**src/rtl/wtk_pkg.sv**
```systemverilog
// ----------------------------------------------------------------------------
// Weighted top-k probe select package
// Shared types, constants and payload structs.
// ----------------------------------------------------------------------------
package wtk_pkg;

  localparam int MaxSelected = 4;
  localparam int CountW = $clog2(MaxSelected + 1);
  localparam int SlotW = (MaxSelected > 1) ? $clog2(MaxSelected) : 1;

  localparam logic [1:0] KIND_PROBE = 2'd0;
  localparam logic [1:0] KIND_PROBE_END = 2'd1;
  localparam logic [1:0] KIND_END = 2'd2;

  localparam logic [1:0] REG_VIEW_X = 2'd0;
  localparam logic [1:0] REG_VIEW_Y = 2'd1;
  localparam logic [1:0] REG_VIEW_Z = 2'd2;

  localparam logic [47:0] D2_MAX = 48'hFFFF_FFFF_FFFF;
  localparam logic [33:0] SCORE_ONE = 34'h100_0000;
  localparam logic [33:0] SCORE_EPS = 34'd17;

  typedef struct packed {
    logic [1:0] kind;
    logic signed [31:0] probe_x;
    logic signed [31:0] probe_y;
    logic signed [31:0] probe_z;
    logic [30:0] half_x;
    logic [30:0] half_y;
    logic [30:0] half_z;
    logic [15:0] importance;
  } in_item_t;

  typedef struct packed {
    logic [1:0] rank;
    logic [2:0] selected_count;
    logic signed [31:0] out_x;
    logic signed [31:0] out_y;
    logic signed [31:0] out_z;
    logic [30:0] out_half_x;
    logic [30:0] out_half_y;
    logic [30:0] out_half_z;
    logic [16:0] blend_weight;
    logic last_result;
  } out_item_t;

  typedef struct packed {
    logic valid;
    logic [31:0] score;
    logic [95:0] center;
    logic [92:0] half;
  } slot_t;

  typedef struct packed {
    logic insert;
    logic shift;
    logic clear;
  } cell_ctrl_t;

endpackage

```
**src/rtl/wtk_divider.sv**
```systemverilog
// ----------------------------------------------------------------------------
// Weighted top-k restoring divider
// Unsigned 48-bit by 49-bit division, one quotient bit per cycle.
// ----------------------------------------------------------------------------
module wtk_divider (
  input  logic        clk,
  input  logic        rst,
  input  logic        start,
  input  logic [47:0] dividend,
  input  logic [48:0] divisor,
  output logic        done,
  output logic [47:0] quotient
);
  logic [47:0] quo;
  logic [48:0] rem;
  logic [48:0] dvs;
  logic [5:0]  count;
  logic        running;
  logic [49:0] trial;

  assign trial = {rem, quo[47]} - {1'b0, dvs};
  assign quotient = quo;

  always_ff @(posedge clk) begin
    done <= 1'b0;
    if (rst) begin
      running <= 1'b0;
      count <= '0;
    end else if (start) begin
      running <= 1'b1;
      quo <= dividend;
      rem <= '0;
      dvs <= divisor;
      count <= 6'd48;
    end else if (running) begin
      if (trial[49]) begin
        rem <= {rem[47:0], quo[47]};
        quo <= {quo[46:0], 1'b0};
      end else begin
        rem <= trial[48:0];
        quo <= {quo[46:0], 1'b1};
      end
      count <= count - 6'd1;
      if (count == 6'd1) begin
        running <= 1'b0;
        done <= 1'b1;
      end
    end
  end
endmodule

```
**src/rtl/wtk_cell.sv**
```systemverilog
// ----------------------------------------------------------------------------
// Weighted top-k slot cell
// One sorted slot; takes the new probe, its left neighbor, holds, or clears.
// ----------------------------------------------------------------------------
module wtk_cell (
  input  logic            clk,
  input  logic            rst,
  input  wtk_pkg::cell_ctrl_t ctrl,
  input  wtk_pkg::slot_t  left,
  input  wtk_pkg::slot_t  fresh,
  output wtk_pkg::slot_t  slot
);
  import wtk_pkg::*;

  logic beaten;

  // The new probe wins over this slot when it scores strictly higher or the slot is empty.
  assign beaten = !slot.valid || (fresh.score > slot.score);

  always_ff @(posedge clk) begin
    if (rst || ctrl.clear) begin
      slot.valid <= 1'b0;
      slot.score <= '0;
    end else if (ctrl.insert && beaten) begin
      if (left.valid && !(fresh.score > left.score)) begin
        slot <= fresh;
      end else if (ctrl.shift) begin
        slot <= left;
      end else begin
        slot <= fresh;
      end
    end
  end
endmodule

```
**src/rtl/weighted_top_k_probe_select_unit.sv**
```systemverilog
// ----------------------------------------------------------------------------
// Weighted top-k probe select unit
// Scores probes against a view point, keeps the best few, emits blend weights.
// ----------------------------------------------------------------------------
// A probe transfer keeps busy high while each axis offset is squared, while
// the shared one-bit-per-cycle divider forms the score (48 quotient bits) and
// during the insert. At the end of a list the kept scores are summed, then
// each kept probe needs one more 48-bit division for its blend weight; a
// tiny sum is first replaced by SCORE_ONE. Each result appears on the result
// ports for one cycle with strobe high; an end with no kept probe gives one
// empty result. Results cannot be held off.
// ----------------------------------------------------------------------------
module weighted_top_k_probe_select_unit (
  input  logic               clk,
  input  logic               rst,
  input  logic               start,
  output logic               busy,
  input  wtk_pkg::in_item_t  in_item,
  input  logic               cfg_valid,
  output logic               cfg_ready,
  input  logic [1:0]         cfg_index,
  input  logic [31:0]        cfg_data,
  output logic               strobe,
  output wtk_pkg::out_item_t result
);
  import wtk_pkg::*;

  localparam logic [2:0] ST_IDLE = 3'd0;
  localparam logic [2:0] ST_SQ = 3'd1;
  localparam logic [2:0] ST_DIV = 3'd2;
  localparam logic [2:0] ST_INS = 3'd3;
  localparam logic [2:0] ST_SUM = 3'd4;
  localparam logic [2:0] ST_EDIV = 3'd5;
  localparam logic [2:0] ST_EWAIT = 3'd6;

  logic [2:0] state;
  logic signed [31:0] view_x, view_y, view_z;
  in_item_t item;
  logic [1:0] axis;
  logic [47:0] d2;
  logic [SlotW-1:0] idx;
  logic [33:0] total;
  logic [CountW-1:0] kept;

  slot_t cells [MaxSelected];
  cell_ctrl_t ctrl [MaxSelected];
  slot_t fresh;
  logic [31:0] score;

  logic div_start, div_done;
  logic [47:0] div_a, div_q;
  logic [48:0] div_b;

  logic signed [32:0] diff;
  logic [32:0] mag;
  logic [65:0] sq;
  logic [48:0] d2_sum;
  slot_t cur;

  assign busy = (state != ST_IDLE);
  assign cfg_ready = 1'b1;

  always_ff @(posedge clk) begin
    if (rst) begin
      view_x <= '0;
      view_y <= '0;
      view_z <= '0;
    end else if (cfg_valid) begin
      case (cfg_index)
        REG_VIEW_X: view_x <= cfg_data;
        REG_VIEW_Y: view_y <= cfg_data;
        REG_VIEW_Z: view_z <= cfg_data;
        default: ;
      endcase
    end
  end

  always_comb begin
    case (axis)
      2'd0: diff = 33'(item.probe_x) - 33'(view_x);
      2'd1: diff = 33'(item.probe_y) - 33'(view_y);
      default: diff = 33'(item.probe_z) - 33'(view_z);
    endcase
    mag = diff[32] ? 33'(-diff) : 33'(diff);
    sq = 66'(mag) * 66'(mag);
    d2_sum = {1'b0, d2} + {1'b0, sq[63:16]};
    cur = cells[idx];
  end

  assign score = div_q[31:0];
  assign fresh.valid = 1'b1;
  assign fresh.score = score;
  assign fresh.center = {item.probe_x, item.probe_y, item.probe_z};
  assign fresh.half = {item.half_x, item.half_y, item.half_z};

  genvar g;
  generate
    for (g = 0; g < MaxSelected; g++) begin : g_cell
      assign ctrl[g].insert = (state == ST_INS);
      assign ctrl[g].shift = (g != 0);
      assign ctrl[g].clear = (state == ST_EWAIT) && div_done &&
                             (32'(idx) + 1 == 32'(kept)) ||
                             (state == ST_IDLE) && start && !busy &&
                             (in_item.kind == KIND_END) && (kept == '0);
      wtk_cell u_cell (
        .clk(clk), .rst(rst), .ctrl(ctrl[g]),
        .left(g == 0 ? '0 : cells[(g == 0) ? 0 : g - 1]),
        .fresh(fresh), .slot(cells[g])
      );
    end
  endgenerate

  wtk_divider u_div (
    .clk(clk), .rst(rst), .start(div_start), .dividend(div_a),
    .divisor(div_b), .done(div_done), .quotient(div_q)
  );

  always_comb begin
    div_start = 1'b0;
    div_a = {item.importance, 32'd0};
    div_b = 49'h1_0000 + {1'b0, d2};
    if (state == ST_SQ && axis == 2'd2) begin
      div_start = 1'b1;
      div_b = 49'h1_0000 + ((d2_sum > {1'b0, D2_MAX}) ? {1'b0, D2_MAX} : d2_sum);
    end else if (state == ST_EDIV) begin
      div_start = 1'b1;
      div_a = {cur.score, 16'd0};
      div_b = 49'(total);
    end
  end

  always_ff @(posedge clk) begin
    strobe <= 1'b0;
    if (rst) begin
      state <= ST_IDLE;
      kept <= '0;
    end else begin
      case (state)
        ST_IDLE: begin
          if (start) begin
            item <= in_item;
            axis <= 2'd0;
            d2 <= '0;
            if (in_item.kind == KIND_PROBE || in_item.kind == KIND_PROBE_END) begin
              state <= ST_SQ;
            end else if (in_item.kind == KIND_END) begin
              if (kept == '0) begin
                strobe <= 1'b1;
                result.rank <= '0;
                result.selected_count <= '0;
                result.out_x <= '0;
                result.out_y <= '0;
                result.out_z <= '0;
                result.out_half_x <= '0;
                result.out_half_y <= '0;
                result.out_half_z <= '0;
                result.blend_weight <= '0;
                result.last_result <= 1'b1;
              end else begin
                state <= ST_SUM;
                idx <= '0;
                total <= '0;
              end
            end
          end
        end
        ST_SQ: begin
          d2 <= (d2_sum > {1'b0, D2_MAX}) ? D2_MAX : d2_sum[47:0];
          axis <= axis + 2'd1;
          if (axis == 2'd2) state <= ST_DIV;
        end
        ST_DIV: begin
          if (div_done) state <= ST_INS;
        end
        ST_INS: begin
          if (32'(kept) < MaxSelected) kept <= kept + 1'b1;
          if (item.kind == KIND_PROBE_END) begin
            state <= ST_SUM;
            idx <= '0;
            total <= '0;
          end else begin
            state <= ST_IDLE;
          end
        end
        ST_SUM: begin
          if (cur.valid) total <= total + 34'(cur.score);
          if (32'(idx) == MaxSelected - 1) begin
            idx <= '0;
            state <= ST_EDIV;
          end else begin
            idx <= idx + 1'b1;
          end
        end
        ST_EDIV: begin
          if (idx == '0 && total < SCORE_EPS) total <= SCORE_ONE;
          if (idx == '0 && total < SCORE_EPS) begin
            state <= ST_EDIV;
          end else begin
            state <= ST_EWAIT;
          end
        end
        ST_EWAIT: begin
          if (div_done) begin
            strobe <= 1'b1;
            result.rank <= 2'(idx);
            result.selected_count <= 3'(kept);
            result.out_x <= cur.center[95:64];
            result.out_y <= cur.center[63:32];
            result.out_z <= cur.center[31:0];
            result.out_half_x <= cur.half[92:62];
            result.out_half_y <= cur.half[61:31];
            result.out_half_z <= cur.half[30:0];
            result.blend_weight <= div_q[16:0];
            result.last_result <= (32'(idx) + 1 == 32'(kept));
            if (32'(idx) + 1 == 32'(kept)) begin
              kept <= '0;
              state <= ST_IDLE;
            end else begin
              idx <= idx + 1'b1;
              state <= ST_EDIV;
            end
          end
        end
        default: state <= ST_IDLE;
      endcase
    end
  end
endmodule
```
**config.mk**
```make
export PLATFORM = sky130hd
export DESIGN_NAME = weighted_top_k_probe_select_unit
export DESIGN_NICKNAME = d
export VERILOG_FILES = /design/src/rtl/wtk_pkg.sv /design/src/rtl/wtk_divider.sv /design/src/rtl/wtk_cell.sv /design/src/rtl/weighted_top_k_probe_select_unit.sv
export SDC_FILE = /design/constraint.sdc
export NUM_CORES = 2
export LEC_CHECK = 0
export BUFFER_PORTS_ARGS = -buffer_cell sky130_fd_sc_hd__buf_2
export CAP_MARGIN = 20
export CELL_PAD_IN_SITES_DETAIL_PLACEMENT = 0
export CELL_PAD_IN_SITES_GLOBAL_PLACEMENT = 1
export CORE_MARGIN = 5
export CORE_UTILIZATION = 44
export CTS_CLUSTER_DIAMETER = 200
export DETAILED_ROUTE_END_ITERATION = 12
export GPL_TIMING_DRIVEN = 0
export PLACE_DENSITY_LB_ADDON = 0.1
export SYNTH_ARGS = -nofsm -noshare
export SYNTH_HDL_FRONTEND = slang
export SYNTH_HIERARCHICAL = 1
export SYNTH_SLANG_ARGS = --single-unit
```
**constraint.sdc**
```tcl
create_clock -name clk -period 48.9 [get_ports clk]
set_input_delay 2.445 -clock clk [delete_from_list [all_inputs] [get_ports clk]]
set_output_delay 2.445 -clock clk [all_outputs]
set_load 0.02 [all_outputs]
```
==> out/results.txt <==
Core Util, Final - 50.0%
Clk sink count - 1650
Finish-stage setup viols - 0
Initial Util - 44.1%
RR Startpoint - axis[1]
Setup Skew - 94.2 ps
Clock Path Buffers - 4
Slew Limit Fails - 0
Clock period minus worst slack - 20930 ps
Syn avg cell area - 11.3 sq um
Worst setup EP type - flop
Largest delay share family, worst path - adder cells
Crit path buf inv count - 13
CTS tree - built
Largest area contributor in the netlist - edfxtp_1
Flop2flop setup slack - 27970 ps
Synth Flop Type - edfxtp_1
Synthesized area - 0.123 sq mm
Die Width - 538 microns
Setup TNS - 0 ps
Reg2Reg Depth - 59
IO Pins - 460
FMAX - 0.0478 GHz
Post-synthesis cell count - 10900
Most frequent cells in the layout - inv_1, edfxtp_1, fa_1
Largest net degree at the start of global routing - 94
Arrival time worst endpoint - 21530 ps
Commonest non-fill, non-tap cell in the layout - inv_1
Max-slew headroom - 11.3%
Cts hold-fix bufs - 0
GPL Wtd Cong - 0.964
Worst Hold Depth - 2
Antenna-violating nets left - 0
CP most frequent cell - fa_1
Area grow syn2layout - 13.5%
Total setup buffers inserted after CTS - 0
Type of origin of the critical path - flop
Crit path largest cell delay - 820 ps
Area of the die - 0.290 sq mm
Initial DRC Count - 7202
Area share of the largest cell type after synthesis - 34.4%
Final Hold Viols - 0
R2r endpoint - u_div/dvs[46]
Initial antenna violation count - 66
Top post-synthesis cells by area - edfxtp_1, fa_1, ha_1
Total gr overflow - 0
Worst min path class - flop to flop
Critical path data required time - 49500 ps
Drt pass-1 iters - 6
Total number of vias - 90200
Sequential cell area fraction in the yosys report - 38.4%
Vias in the first global route - 92800
Worst skew pair latency - 870 ps
Worst hold path startpoint - view_x[29]
Slowest CP cell - clkbuf_1
Max-cap violations - 0
Post-CTS sizing - 0
Routed WL per cell - 26.5 microns
TritonCTS Buffers - 196
Post-synth ARST share - 0%
Number of port buffers - 458
EDFF count, synth - 1407
Yosys warns - 6
Final period utilization - 42.8%
Clock transition at path regs - 60 ps
Routed vias/inst - 5.67
Flops & latches, synth - 1650
First-pass GRT wire length - 617000 microns
Hold Path End - view_x[29]
Total number of H-tree levels - 4
DP HPWL - 332000 microns
Worst slew pin tran - 1330 ps
RSZ-0062 raised after global routing - no
GRT Resource Usage Total - 28.4%
Fraction of layout cells with a size suffix above 1 - 13.8%
Area of the core - 0.279 sq mm
DRC - 0
WL final - 422000 microns
Crit path kind - flop to flop
Synth cell types - 112
CTS root buf - clkbuf_16
Critical-path maximum fanout - 10
Die height - 538 microns
Status - complete, no violations
Fin nets - 13900
Row count - 194
## layer usage
layer	global-route usage [%]	routed length, microns	up-vias
met1	36.8	174000	46000
met4	12.2	21500	54
met2	46.5	199000	2933
met5	0	328	-
li1	-	-	40500
met3	5.41	27900	750
## tightest hold or removal path, delay by kind of cell (launching register included)
family,cells,cell delay (ps)
and+or+nand+nor,1,50
AOI/OAI and AO/OA,1,50
DFF,1,310
## kinds of logic (layout without fill, tap and decap cells)
| group | count (synthesis) | after routing | synth area share (%) |
|---|---|---|---|
| XOR/XNOR | 333 | 333 | 2.42 |
| other | 2 | 372 | 0.00612 |
| multiplexers | 1074 | 1074 | 11.8 |
| AO/OA/AOI/OAI | 1822 | 1822 | 10.1 |
| buffers and inverters | 2076 | 2998 | 6.61 |
| adder cells (fa/ha/maj) | 1624 | 1624 | 21.9 |
| AND/OR/NAND/NOR | 2323 | 2323 | 8.77 |
| flip-flops | 1650 | 1650 | 38.4 |
## synth_stat cells (193+ instances only)
library cell and n:
o21ai_0 208, edfxtp_1 1407, clkbuf_1 349, inv_1 1537, fa_1 875, xnor2_1 193, dfxtp_1 243, and3_1 233
mux4_2 222, mux2_2 366, mux2_1 440, nand2_1 803, a21oi_1 512, nor2_1 661, ha_1 749
## registers in the layout (all words and copies together), names as in the netlist
register,flops
result,212
u_div/running,1
axis,2
u_div/done,1
u_div/dvs,49
view_x,32
u_div/quotient,48
total,34
view_y,32
idx,2
kept,3
view_z,32
u_div/count,6
item,18
u_div/rem,49
state,3
g_cell.u_cell/slot,888
d2,48
fresh,189
strobe,1
## final cells by class
type,instances,area [sq um]
fillers,25600,139000
flip-flops and latches,1650,47100
multi-input cells,7522,69000
repair buffers,570,3940
clock buffers,239,5170
plain buffers,512,2260
diodes,26,65.1
clock inverters,113,1280
inverters,1564,5900
well taps,3724,4660
## how the worst max path moves through the flow
stage                 start            end  slack, ps  cells after the start
floorplan               rst       fresh[0]      29990                      3
global placement        rst     fresh[101]      16140                      4
detailed placement  axis[1]  u_div/dvs[46]      28220                     59
CTS                 axis[1]  u_div/dvs[46]      28200                     59
global route        axis[1]  u_div/dvs[46]      27340                     59
finish              axis[1]  u_div/dvs[46]      27970                     59
## per-stage QoR
stage | cell area (sq um) | setup slack (ps) | instances | hold WS (ps)
2_1_floorplan | 124000 | 29990 | 11200 | 436
3_3_place_gp | 131000 | 16140 | 15400 | 444
3_5_place_dp | 133000 | 28220 | 15500 | 447
4_1_cts | 139000 | 28200 | 15900 | 455
5_1_grt | 139000 | 27340 | 15900 | 469
6_report | 139000 | 27970 | 15900 | 454
Power is not shown: default switching activity piles up to over one toggle a cycle in this logic, so the estimate is an artifact.
